--- src/design/kscd_pkg.sv ---
// kscd_pkg: shared types, codes and scan code tables for the keyboard
// scan code decoder; no dependencies
package kscd_pkg;

    localparam int QUEUE_DEPTH = 32;

    // register addresses
    localparam logic [1:0] REG_LEDS = 2'd0;

    // input command codes
    localparam logic [1:0] CMD_BYTE  = 2'd0;
    localparam logic [1:0] CMD_START = 2'd2;

    // result kinds
    localparam logic [1:0] KIND_CHAR = 2'd0;
    localparam logic [1:0] KIND_SEND = 2'd1;
    localparam logic [1:0] KIND_HOT  = 2'd2;

    // hotkey event codes
    localparam logic [7:0] EV_UP    = 8'd0;
    localparam logic [7:0] EV_DOWN  = 8'd1;
    localparam logic [7:0] EV_TAB   = 8'd2;
    localparam logic [7:0] EV_SF1   = 8'd3;
    localparam logic [7:0] EV_SF2   = 8'd4;
    localparam logic [7:0] EV_F11   = 8'd5;

    // scan codes and keyboard bytes
    localparam logic [7:0] SC_UP      = 8'h48;
    localparam logic [7:0] SC_DOWN    = 8'h50;
    localparam logic [7:0] SC_TAB     = 8'h0f;
    localparam logic [7:0] SC_LSHIFT  = 8'h2a;
    localparam logic [7:0] SC_RSHIFT  = 8'h36;
    localparam logic [7:0] SC_LSH_UP  = 8'haa;
    localparam logic [7:0] SC_RSH_UP  = 8'hb6;
    localparam logic [7:0] SC_CAPS    = 8'h3a;
    localparam logic [7:0] SC_NUM     = 8'h45;
    localparam logic [7:0] SC_SCROLL  = 8'h46;
    localparam logic [7:0] SC_F1      = 8'h3b;
    localparam logic [7:0] SC_F2      = 8'h3c;
    localparam logic [7:0] SC_F11     = 8'h57;
    localparam logic [7:0] KB_ACK     = 8'hfa;
    localparam logic [7:0] KB_RESEND  = 8'hfe;
    localparam logic [7:0] LED_CMD    = 8'hed;
    localparam logic [7:0] NO_PENDING = 8'hff;
    localparam logic [7:0] CASE_OFS   = 8'h20;

    typedef struct packed {
        logic [1:0] kind;
        logic [7:0] value;
        logic       last;
    } t_result;

    localparam logic [7:0] PLAIN_MAP [128] = '{
        8'h00, 8'h00, 8'h31, 8'h32, 8'h33, 8'h34, 8'h35, 8'h36,
        8'h37, 8'h38, 8'h39, 8'h30, 8'h2d, 8'h5e, 8'h08, 8'h00,
        8'h51, 8'h57, 8'h45, 8'h52, 8'h54, 8'h59, 8'h55, 8'h49,
        8'h4f, 8'h50, 8'h40, 8'h5b, 8'h0a, 8'h00, 8'h41, 8'h53,
        8'h44, 8'h46, 8'h47, 8'h48, 8'h4a, 8'h4b, 8'h4c, 8'h3b,
        8'h3a, 8'h00, 8'h00, 8'h5d, 8'h5a, 8'h58, 8'h43, 8'h56,
        8'h42, 8'h4e, 8'h4d, 8'h2c, 8'h2e, 8'h2f, 8'h00, 8'h2a,
        8'h00, 8'h20, 8'h00, 8'h00, 8'h00, 8'h00, 8'h00, 8'h00,
        8'h00, 8'h00, 8'h00, 8'h00, 8'h00, 8'h00, 8'h00, 8'h37,
        8'h38, 8'h39, 8'h2d, 8'h34, 8'h35, 8'h36, 8'h2b, 8'h31,
        8'h32, 8'h33, 8'h30, 8'h2e, 8'h00, 8'h00, 8'h00, 8'h00,
        8'h00, 8'h00, 8'h00, 8'h00, 8'h00, 8'h00, 8'h00, 8'h00,
        8'h00, 8'h00, 8'h00, 8'h00, 8'h00, 8'h00, 8'h00, 8'h00,
        8'h00, 8'h00, 8'h00, 8'h00, 8'h00, 8'h00, 8'h00, 8'h00,
        8'h00, 8'h00, 8'h00, 8'h5c, 8'h00, 8'h00, 8'h00, 8'h00,
        8'h00, 8'h00, 8'h00, 8'h00, 8'h00, 8'h5c, 8'h00, 8'h00
    };

    localparam logic [7:0] SHIFT_MAP [128] = '{
        8'h00, 8'h00, 8'h21, 8'h40, 8'h23, 8'h24, 8'h25, 8'h5e,
        8'h26, 8'h2a, 8'h28, 8'h29, 8'h5f, 8'h2b, 8'h08, 8'h00,
        8'h51, 8'h57, 8'h45, 8'h52, 8'h54, 8'h59, 8'h55, 8'h49,
        8'h4f, 8'h50, 8'h60, 8'h7b, 8'h0a, 8'h00, 8'h41, 8'h53,
        8'h44, 8'h46, 8'h47, 8'h48, 8'h4a, 8'h4b, 8'h4c, 8'h2b,
        8'h2a, 8'h00, 8'h00, 8'h7d, 8'h5a, 8'h58, 8'h43, 8'h56,
        8'h42, 8'h4e, 8'h4d, 8'h3c, 8'h3e, 8'h3f, 8'h00, 8'h2a,
        8'h00, 8'h20, 8'h00, 8'h00, 8'h00, 8'h00, 8'h00, 8'h00,
        8'h00, 8'h00, 8'h00, 8'h00, 8'h00, 8'h00, 8'h00, 8'h37,
        8'h38, 8'h39, 8'h2d, 8'h34, 8'h35, 8'h36, 8'h2b, 8'h31,
        8'h32, 8'h33, 8'h30, 8'h2e, 8'h00, 8'h00, 8'h00, 8'h00,
        8'h00, 8'h00, 8'h00, 8'h00, 8'h00, 8'h00, 8'h00, 8'h00,
        8'h00, 8'h00, 8'h00, 8'h00, 8'h00, 8'h00, 8'h00, 8'h00,
        8'h00, 8'h00, 8'h00, 8'h00, 8'h00, 8'h00, 8'h00, 8'h00,
        8'h00, 8'h00, 8'h00, 8'h5f, 8'h00, 8'h00, 8'h00, 8'h00,
        8'h00, 8'h00, 8'h00, 8'h00, 8'h00, 8'h7c, 8'h00, 8'h00
    };

endpackage

--- src/design/kscd_ram.sv ---
// kscd_ram: generic simple dual port ram with registered read
// no dependencies
module kscd_ram #(
    parameter int WIDTH = 8,
    parameter int DEPTH = 32
) (
    input  logic                     i_clk,
    input  logic                     i_we,
    input  logic [$clog2(DEPTH)-1:0] i_waddr,
    input  logic [WIDTH-1:0]         i_wdata,
    input  logic [$clog2(DEPTH)-1:0] i_raddr,
    output logic [WIDTH-1:0]         o_rdata
);
    logic [WIDTH-1:0] r_mem [DEPTH];

    // one write port, one registered read port
    always_ff @(posedge i_clk) begin
        if (i_we) begin
            r_mem[i_waddr] <= i_wdata;
        end
        o_rdata <= r_mem[i_raddr];
    end
endmodule

--- src/design/keyboard_scancode_decoder_unit.sv ---
// keyboard_scancode_decoder_unit: top level of the scan code decoder
// depends on kscd_pkg and kscd_ram
//
// Takes an item while stage one is empty and the output buffer has room (a
// keyboard byte, an idle tick or a start command) and returns up to two result
// items (a character, a hotkey event or a byte to send to the keyboard, then at
// most one queued command byte). Items are spaced by the single write port of
// the command queue ram: a lock key or start writes two bytes, one per cycle.
// A queued byte is read from the ram in the cycle after the item is accepted;
// results pass through the pipeline stages into a four-entry output buffer,
// which lets the next item enter while results still wait to be taken.
module keyboard_scancode_decoder_unit #(
    parameter int QUEUE_DEPTH = kscd_pkg::QUEUE_DEPTH
) (
    input  logic        i_clk,
    input  logic        i_rst_n,
    // input items
    input  logic        s_axis_tvalid,
    output logic        s_axis_tready,
    input  logic [7:0]  s_axis_tdata,   // [7:0] key_byte
    input  logic [1:0]  s_axis_tuser,   // [1:0] command
    // result items
    output logic        m_axis_tvalid,
    input  logic        m_axis_tready,
    output logic [7:0]  m_axis_tdata,   // [7:0] value
    output logic [1:0]  m_axis_tuser,   // [1:0] kind
    output logic        m_axis_tlast,
    // configuration
    input  logic        psel,
    input  logic        penable,
    input  logic        pwrite,
    input  logic [1:0]  paddr,
    input  logic [31:0] pwdata,
    output logic [31:0] prdata,
    output logic        pready
);
    import kscd_pkg::*;

    localparam int AW = $clog2(QUEUE_DEPTH);
    localparam int CW = $clog2(QUEUE_DEPTH + 1);
    localparam logic [AW-1:0] LAST_IDX = AW'(QUEUE_DEPTH - 1);
    localparam logic [CW-1:0] FULL_CNT = CW'(QUEUE_DEPTH);

    function automatic logic [AW-1:0] wrap_inc(input logic [AW-1:0] a);
        return (a == LAST_IDX) ? '0 : a + AW'(1);
    endfunction

    // architectural state
    logic [2:0]    r_init;
    logic [1:0]    r_shift, n_shift;
    logic [2:0]    r_leds, n_leds;
    logic [AW-1:0] r_head, r_tail;
    logic [CW-1:0] r_count;
    logic          r_ack;
    logic [7:0]    r_pend;

    // pipeline stages
    logic          r_s1_v, r_s1_push2, r_s1_pop, r_s1_hv;
    logic [AW-1:0] r_s1_waddr, r_s1_raddr;
    logic [7:0]    r_s1_wdata;
    t_result       r_s1_h;
    logic          r_s2_v, r_s2_pop, r_s2_hv;
    t_result       r_s2_h;

    // output buffer
    t_result       r_fifo [4];
    logic [1:0]    r_wp, r_rp;
    logic [2:0]    r_fc;

    logic          accept;
    logic [1:0]    cmd;
    logic [7:0]    kb;
    logic          is_byte, is_start, toggle, do_push, push1, push2, pop;
    logic [7:0]    ch, pend_fwd, rdata;
    logic          hv;
    t_result       h;
    logic [CW-1:0] cnt_mid;
    logic          ack_mid;
    logic [7:0]    pend_mid;
    logic          we;
    logic [AW-1:0] waddr;
    logic [7:0]    wdata;
    logic [1:0]    fifo_in_n;
    logic          fifo_out;
    t_result       send_res;

    assign cmd      = s_axis_tuser;
    assign kb       = s_axis_tdata;
    assign is_byte  = (cmd == CMD_BYTE);
    assign is_start = (cmd == CMD_START);

    // room for two results per stage in flight
    assign s_axis_tready = !r_s1_v && ((r_fc + (r_s2_v ? 3'd2 : 3'd0)) <= 3'd2);
    assign accept = s_axis_tvalid && s_axis_tready;

    // pending byte as it will be once the queued read lands
    assign pend_fwd = (r_s2_v && r_s2_pop) ? rdata : r_pend;

    // table lookup with letter case
    always_comb begin
        ch = 8'h00;
        if (!kb[7]) begin
            ch = (r_shift != 2'b00) ? SHIFT_MAP[kb[6:0]] : PLAIN_MAP[kb[6:0]];
        end
        if (ch >= 8'h41 && ch <= 8'h5a && (r_leds[2] == (r_shift != 2'b00))) begin
            ch = ch + CASE_OFS;
        end
    end

    // result of the item itself
    always_comb begin
        hv = 1'b0;
        h  = '{kind: KIND_HOT, value: 8'h00, last: 1'b0};
        if (is_byte) begin
            hv = 1'b1;
            if (kb == SC_UP) begin
                h.value = EV_UP;
            end else if (kb == SC_DOWN) begin
                h.value = EV_DOWN;
            end else if (ch != 8'h00) begin
                h.kind  = KIND_CHAR;
                h.value = ch;
            end else if (kb == SC_TAB) begin
                h.value = EV_TAB;
            end else if (kb == SC_F1 && r_shift != 2'b00) begin
                h.value = EV_SF1;
            end else if (kb == SC_F2 && r_shift != 2'b00) begin
                h.value = EV_SF2;
            end else if (kb == SC_F11) begin
                h.value = EV_F11;
            end else if (kb == KB_RESEND) begin
                h.kind  = KIND_SEND;
                h.value = pend_fwd;
            end else begin
                hv = 1'b0;
            end
        end
    end

    // shift and lock state, queue bookkeeping
    always_comb begin
        n_shift = r_shift;
        n_leds  = r_leds;
        toggle  = 1'b0;
        if (is_byte) begin
            if (kb == SC_LSHIFT) n_shift[0] = 1'b1;
            if (kb == SC_RSHIFT) n_shift[1] = 1'b1;
            if (kb == SC_LSH_UP) n_shift[0] = 1'b0;
            if (kb == SC_RSH_UP) n_shift[1] = 1'b0;
            if (kb == SC_CAPS) begin
                n_leds = r_leds ^ 3'b100;
                toggle = 1'b1;
            end
            if (kb == SC_NUM) begin
                n_leds = r_leds ^ 3'b010;
                toggle = 1'b1;
            end
            if (kb == SC_SCROLL) begin
                n_leds = r_leds ^ 3'b001;
                toggle = 1'b1;
            end
        end else if (is_start) begin
            n_leds = r_init;
        end
        do_push  = is_start || toggle;
        push1    = do_push && (r_count < FULL_CNT);
        push2    = do_push && ((r_count + CW'(push1)) < FULL_CNT);
        cnt_mid  = r_count + CW'(push1) + CW'(push2);
        ack_mid  = (is_byte && kb == KB_ACK) ? 1'b0 : r_ack;
        pend_mid = (is_byte && kb == KB_ACK) ? NO_PENDING : pend_fwd;
        pop      = (cnt_mid != '0) && !ack_mid;
    end

    // queue ram write port: first byte on accept, second in the following cycle
    always_comb begin
        we    = 1'b0;
        waddr = r_tail;
        wdata = LED_CMD;
        if (accept && push1) begin
            we = 1'b1;
        end else if (r_s1_v && r_s1_push2) begin
            we    = 1'b1;
            waddr = r_s1_waddr;
            wdata = r_s1_wdata;
        end
    end

    kscd_ram #(
        .WIDTH (8),
        .DEPTH (QUEUE_DEPTH)
    ) u_queue (
        .i_clk   (i_clk),
        .i_we    (we),
        .i_waddr (waddr),
        .i_wdata (wdata),
        .i_raddr (r_s1_raddr),
        .o_rdata (rdata)
    );

    // state update and pipeline control
    always_ff @(posedge i_clk) begin
        if (!i_rst_n) begin
            r_init  <= 3'd0;
            r_shift <= 2'b00;
            r_leds  <= 3'd0;
            r_head  <= '0;
            r_tail  <= '0;
            r_count <= '0;
            r_ack   <= 1'b0;
            r_pend  <= NO_PENDING;
            r_s1_v  <= 1'b0;
            r_s2_v  <= 1'b0;
        end else begin
            if (psel && penable && pwrite && paddr == REG_LEDS) begin
                r_init <= pwdata[2:0];
            end
            r_s1_v <= accept;
            r_s2_v <= r_s1_v;
            if (accept) begin
                r_shift <= n_shift;
                r_leds  <= n_leds;
                if (push1) r_tail <= push2 ? wrap_inc(wrap_inc(r_tail)) : wrap_inc(r_tail);
                if (pop) r_head <= wrap_inc(r_head);
                r_count <= cnt_mid - CW'(pop);
                r_ack   <= ack_mid || pop;
                r_pend  <= pend_mid;
            end else if (r_s2_v && r_s2_pop) begin
                r_pend <= rdata;
            end
        end
    end

    // pipeline payload
    always_ff @(posedge i_clk) begin
        if (accept) begin
            r_s1_push2 <= push2;
            r_s1_waddr <= wrap_inc(r_tail);
            r_s1_wdata <= {5'd0, n_leds};
            r_s1_pop   <= pop;
            r_s1_raddr <= r_head;
            r_s1_hv    <= hv;
            r_s1_h     <= '{kind: h.kind, value: h.value, last: !pop};
        end
        r_s2_pop <= r_s1_pop;
        r_s2_hv  <= r_s1_hv;
        r_s2_h   <= r_s1_h;
    end

    // output buffer
    assign send_res  = '{kind: KIND_SEND, value: rdata, last: 1'b1};
    assign fifo_in_n = r_s2_v ? (2'(r_s2_hv) + 2'(r_s2_pop)) : 2'd0;
    assign fifo_out  = m_axis_tvalid && m_axis_tready;

    always_ff @(posedge i_clk) begin
        if (!i_rst_n) begin
            r_wp <= 2'd0;
            r_rp <= 2'd0;
            r_fc <= 3'd0;
        end else begin
            r_wp <= r_wp + fifo_in_n;
            r_rp <= r_rp + 2'(fifo_out);
            r_fc <= r_fc + 3'(fifo_in_n) - 3'(fifo_out);
        end
    end

    always_ff @(posedge i_clk) begin
        if (r_s2_v) begin
            if (r_s2_hv) begin
                r_fifo[r_wp] <= r_s2_h;
                if (r_s2_pop) r_fifo[r_wp + 2'd1] <= send_res;
            end else if (r_s2_pop) begin
                r_fifo[r_wp] <= send_res;
            end
        end
    end

    assign m_axis_tvalid = (r_fc != 3'd0);
    assign m_axis_tuser  = r_fifo[r_rp].kind;
    assign m_axis_tdata  = r_fifo[r_rp].value;
    assign m_axis_tlast  = r_fifo[r_rp].last;

    assign prdata = {29'd0, r_init};
    assign pready = 1'b1;
endmodule

--- config.mk ---
export PLATFORM = sky130hd
export DESIGN_NAME = keyboard_scancode_decoder_unit
export DESIGN_NICKNAME = d
export VERILOG_FILES = /design/src/design/kscd_pkg.sv /design/src/design/kscd_ram.sv /design/src/design/keyboard_scancode_decoder_unit.sv
export SDC_FILE = /design/constraint.sdc
export NUM_CORES = 1
export LEC_CHECK = 0
export ABC_AREA = 1
export BUFFER_PORTS_ARGS = -buffer_cell sky130_fd_sc_hd__buf_4
export CAP_MARGIN = 20
export CORE_ASPECT_RATIO = 0.8
export CORE_MARGIN = 4
export CORE_UTILIZATION = 25
export CTS_BUF_LIST = sky130_fd_sc_hd__clkbuf_8
export DETAILED_ROUTE_END_ITERATION = 8
export MAX_ROUTING_LAYER = met4
export REMOVE_ABC_BUFFERS = 1
export SLEW_MARGIN = 20
export SYNTH_ARGS = -nofsm -noshare
export SYNTH_HDL_FRONTEND = slang
export SYNTH_SLANG_ARGS = --single-unit
--- constraint.sdc ---
create_clock -name i_clk -period 5.7 [get_ports i_clk]
set_clock_uncertainty 0.05 [all_clocks]
set_input_delay 0.57 -clock i_clk [delete_from_list [all_inputs] [get_ports i_clk]]
set_output_delay 0.57 -clock i_clk [all_outputs]
set_load 0.1 [all_outputs]
==> impl_metrics.py <==
metrics = {
    "status": {
        "outcome": "completed",
    },
    "yosys": {
        "synth_area_leaders": "edfxtp_1 (44%), dfxtp_1 (11%), nor2_1 (6.6%)",
        "ys_types": 51,
        "seq_area_frac_synth": 0.553,
        "synth-async-reset-ratio": 0,
        "yosysTopAreaCellShare": 0.441,
        "synth-edff-count": 187,
        "synth_ff_type": "edfxtp_1",
        "yosys.area.top_type": "edfxtp_1",
        "syn_area_per_cell_sq_um": 9.14,
        "netlist_area_sq_um": 12700,
        "yosys_warnings": 0,
        "synthCells": 1393,
        "synth_seq_cells": 258,
    },
    "cts": {
        "clk_pin_slew_worst_paths_ns": 0.06,
        "cts_sinks": 258,
        "clockBufferDepth": 3,
        "htree_num_levels": 2,
        "cts_resized": 0,
        "root_buffer": "clkbuf_8",
        "cts_tree": "done",
        "clkLatencyLatePin_ns": 0.57,
        "cts_hold_buf": 0,
        "post-cts-setup-buffers": 0,
        "cts-buffers-inserted": 41,
    },
    "finish": {
        "fin_cells": 2141,
        "nets": 1517,
        "mostFrequentLayoutCells": "nor2_1 (223), nand2_1 (217), edfxtp_1 (187)",
        "layout-drive-gt1-share": 0.102,
        "area_growth_pct": 13.3,
        "final_common_cell": "nor2_1",
    },
    "floorplan": {
        "core_sq_um": 50100,
        "fp-row-count": 73,
        "io-pin-count": 97,
        "die_area_sq_um": 54600,
        "die_h_microns": 210,
        "die_w_microns": 260,
        "initial_core_util": 0.254,
    },
    "timing": {
        "slew_violations": 0,
        "maxSlewHeadroom": 0.340,
        "holdWs_ns": 0.200,
        "period_needed_ns": 4.77,
        "timing.final.crit_share": 0.837,
        "setup_tns_ns": 0,
        "hold_viol": 0,
        "fmax_mhz": 210,
        "rsz0062_at_grt": "no",
        "setup_viol": 0,
        "tightestPinTransition_ns": 0.988,
    },
    "power_and_ir_drop": {
        "finalPower_mw": 5.79,
        "p_clk_frac": 0.280,
        "power.internal_mw": 3.54,
        "cellPowerDensity_nw_per_um2": 402,
        "p_seq_frac": 0.401,
        "p_leak_nw": 5.65,
        "switching_share": 0.390,
        "pwr-share-comb": 0.318,
        "peakVddDrop_mv": 0.146,
        "switchingPower_mw": 2.26,
    },
    "setup_path": {
        "arrival_ns": 5.16,
        "slowest_stage": "xor2_1",
        "cp.required_ns": 6.09,
        "start_kind": "input pin",
        "crit_path_max_incr_delay_ns": 0.27,
        "crit_fanout": 10,
        "cp_num_buf_inv": 8,
        "cp_top_family": "simple AND/OR/NAND/NOR gates",
        "path_class": "input pin to flip-flop",
        "worstSetupEndpointType": "flip-flop",
    },
    "routing": {
        "post_drt_via_cell_ratio": 4.62,
        "drc": 0,
        "drtIter0Drc": 955,
        "vias": 9895,
        "ant_nets": 0,
        "drt_wl_total_mm": 32.9,
        "drt_first_pass_iters": 6,
        "routedWlPerCell_microns": 15.3,
    },
    "place": {
        "dpl.hpwl_mm": 22.4,
        "gp_congestion": 0.946,
        "dp.cells": 2065,
        "port_buffers": 37,
    },
    "min_path": {
        "hold_path.class": "input pin to flip-flop",
    },
    "global_route": {
        "use_met2": 0.167,
        "grtUsageMet1": 0.175,
        "antenna_found_initial": 1,
        "grtUsageTotal": 0.119,
        "first_global_vias": 9401,
        "busiest_layer": "met1",
        "grt.overflow.total": 0,
        "grt_use_met3": 0.0247,
        "grt_pass1_wl_mm": 51.6,
        "grt_max_degree": 66,
    },
    "job": {
        "maxCapViolCount": 0,
    },
}
-- metrics by stage --
step,setup slack [ns],util,area [sq um]
final,0.930,0.288,14400
after global routing,0.442,0.288,14400
after CTS,0.958,0.288,14400
after detailed placement,0.364,0.271,13600
after global placement,0.445,0.271,13600
after floorplan,1.06,-,12400
-- final cells by class --
cell class	count	area [sq um]
fillers	5343	35600
flip-flops and latches	258	7040
multi-input cells	946	4820
well taps	675	845
clock buffers	45	619
inverters	138	520
repair buffers	48	360
clock inverters	30	221
diodes	1	2.50
-- logic make-up (layout without fill, tap and decap cells) --
family,count (synthesis),count (layout),share of synthesized area
muxes,1,1,0.000786
DFF,258,258,0.553
other,2,31,0.000590
buffers and inverters,217,261,0.0771
xor gates and xnor gates,18,18,0.0124
adders and majority gates,33,33,0.0330
AOI/OAI and AO/OA,283,283,0.128
and+or+nand+nor,581,581,0.195
-- power groups by stage --
stage          sequential [mW]  combinational (mW)  clock [mW]
2_1_floorplan             2.38                1.29           0
3_3_place_gp              2.36                1.82           0
3_5_place_dp              2.36                1.84           0
4_1_cts                   2.32                1.84        1.66
5_1_grt                   2.34                2.00        1.76
6_report                  2.33                1.84        1.62
-- worst register-to-register path, cell delays in order, from the launching register on --
cell      delay (ns)
dfxtp_1         0.35
nor2_2          0.15
ha_1            0.18
nand3_1         0.11
nand3b_1        0.19
xor2_1          0.27
nand3_2         0.21
inv_1           0.12
ha_1            0.18
ha_1            0.16
inv_1           0.05
nand2_1         0.12
nand2_1         0.08
nor4_1          0.27
nand2_1         0.15
nand2_2         0.12
inv_1           0.08
ha_1            0.22
ha_1            0.21
nand3_1         0.11
nor2_1          0.06
xor2_1          0.17
o21ai_0         0.15
inv_1           0.06
-- final timing paths --
check	start	endpoint	slack, ns	cells past startpoint
setup / recovery	s_axis_tdata[0]	r_count[4]	0.93	32
setup reg to reg	r_count[5]	r_count[4]	1.76	23
hold reg to reg	r_s1_pop	r_s2_pop	0.28	0
hold / removal	pwdata[1]	r_init[1]	0.20	3
-- sequential cells by signal, indices dropped and copies added (netlist names), 3 cells and up --
signal and flops:
r_count 6, r_fc 3, r_fifo 44, r_head 5
r_init 3, r_leds 3, r_pend 8, r_s1_h 11
r_s1_raddr 5, r_s1_waddr 5, r_s1_wdata 3, r_s2_h 11
r_tail 5, u_queue.o_rdata 4, u_queue.r_mem 128
-- per-layer routing --
layer  up-vias  routed length, microns  part of all wire
met2       330                   13800              0.42
met5         -                       0                 0
li1       4809                       -                 -
met1      4708                   16300              0.50
met4         0                     529             0.016
met3        48                    2270             0.069
-- cells in the mapped netlist (5+ instances only) --
library cell  number
a21oi_1           43
a31oi_1            5
buf_4             33
buf_6              5
clkbuf_1          36
dfxtp_1           71
edfxtp_1         187
ha_1              32
inv_1            125
inv_2             10
nand2_1          217
nand2_2            7
nand3_1           82
nand3_2            7
nor2_1           224
nor3_1            16
nor4_1             5
o211ai_1           5
o21ai_0          148
o21ai_1            7
o221ai_1          26
o22ai_1           31
xor2_1            14
Power figures use the tool's default switching activity.
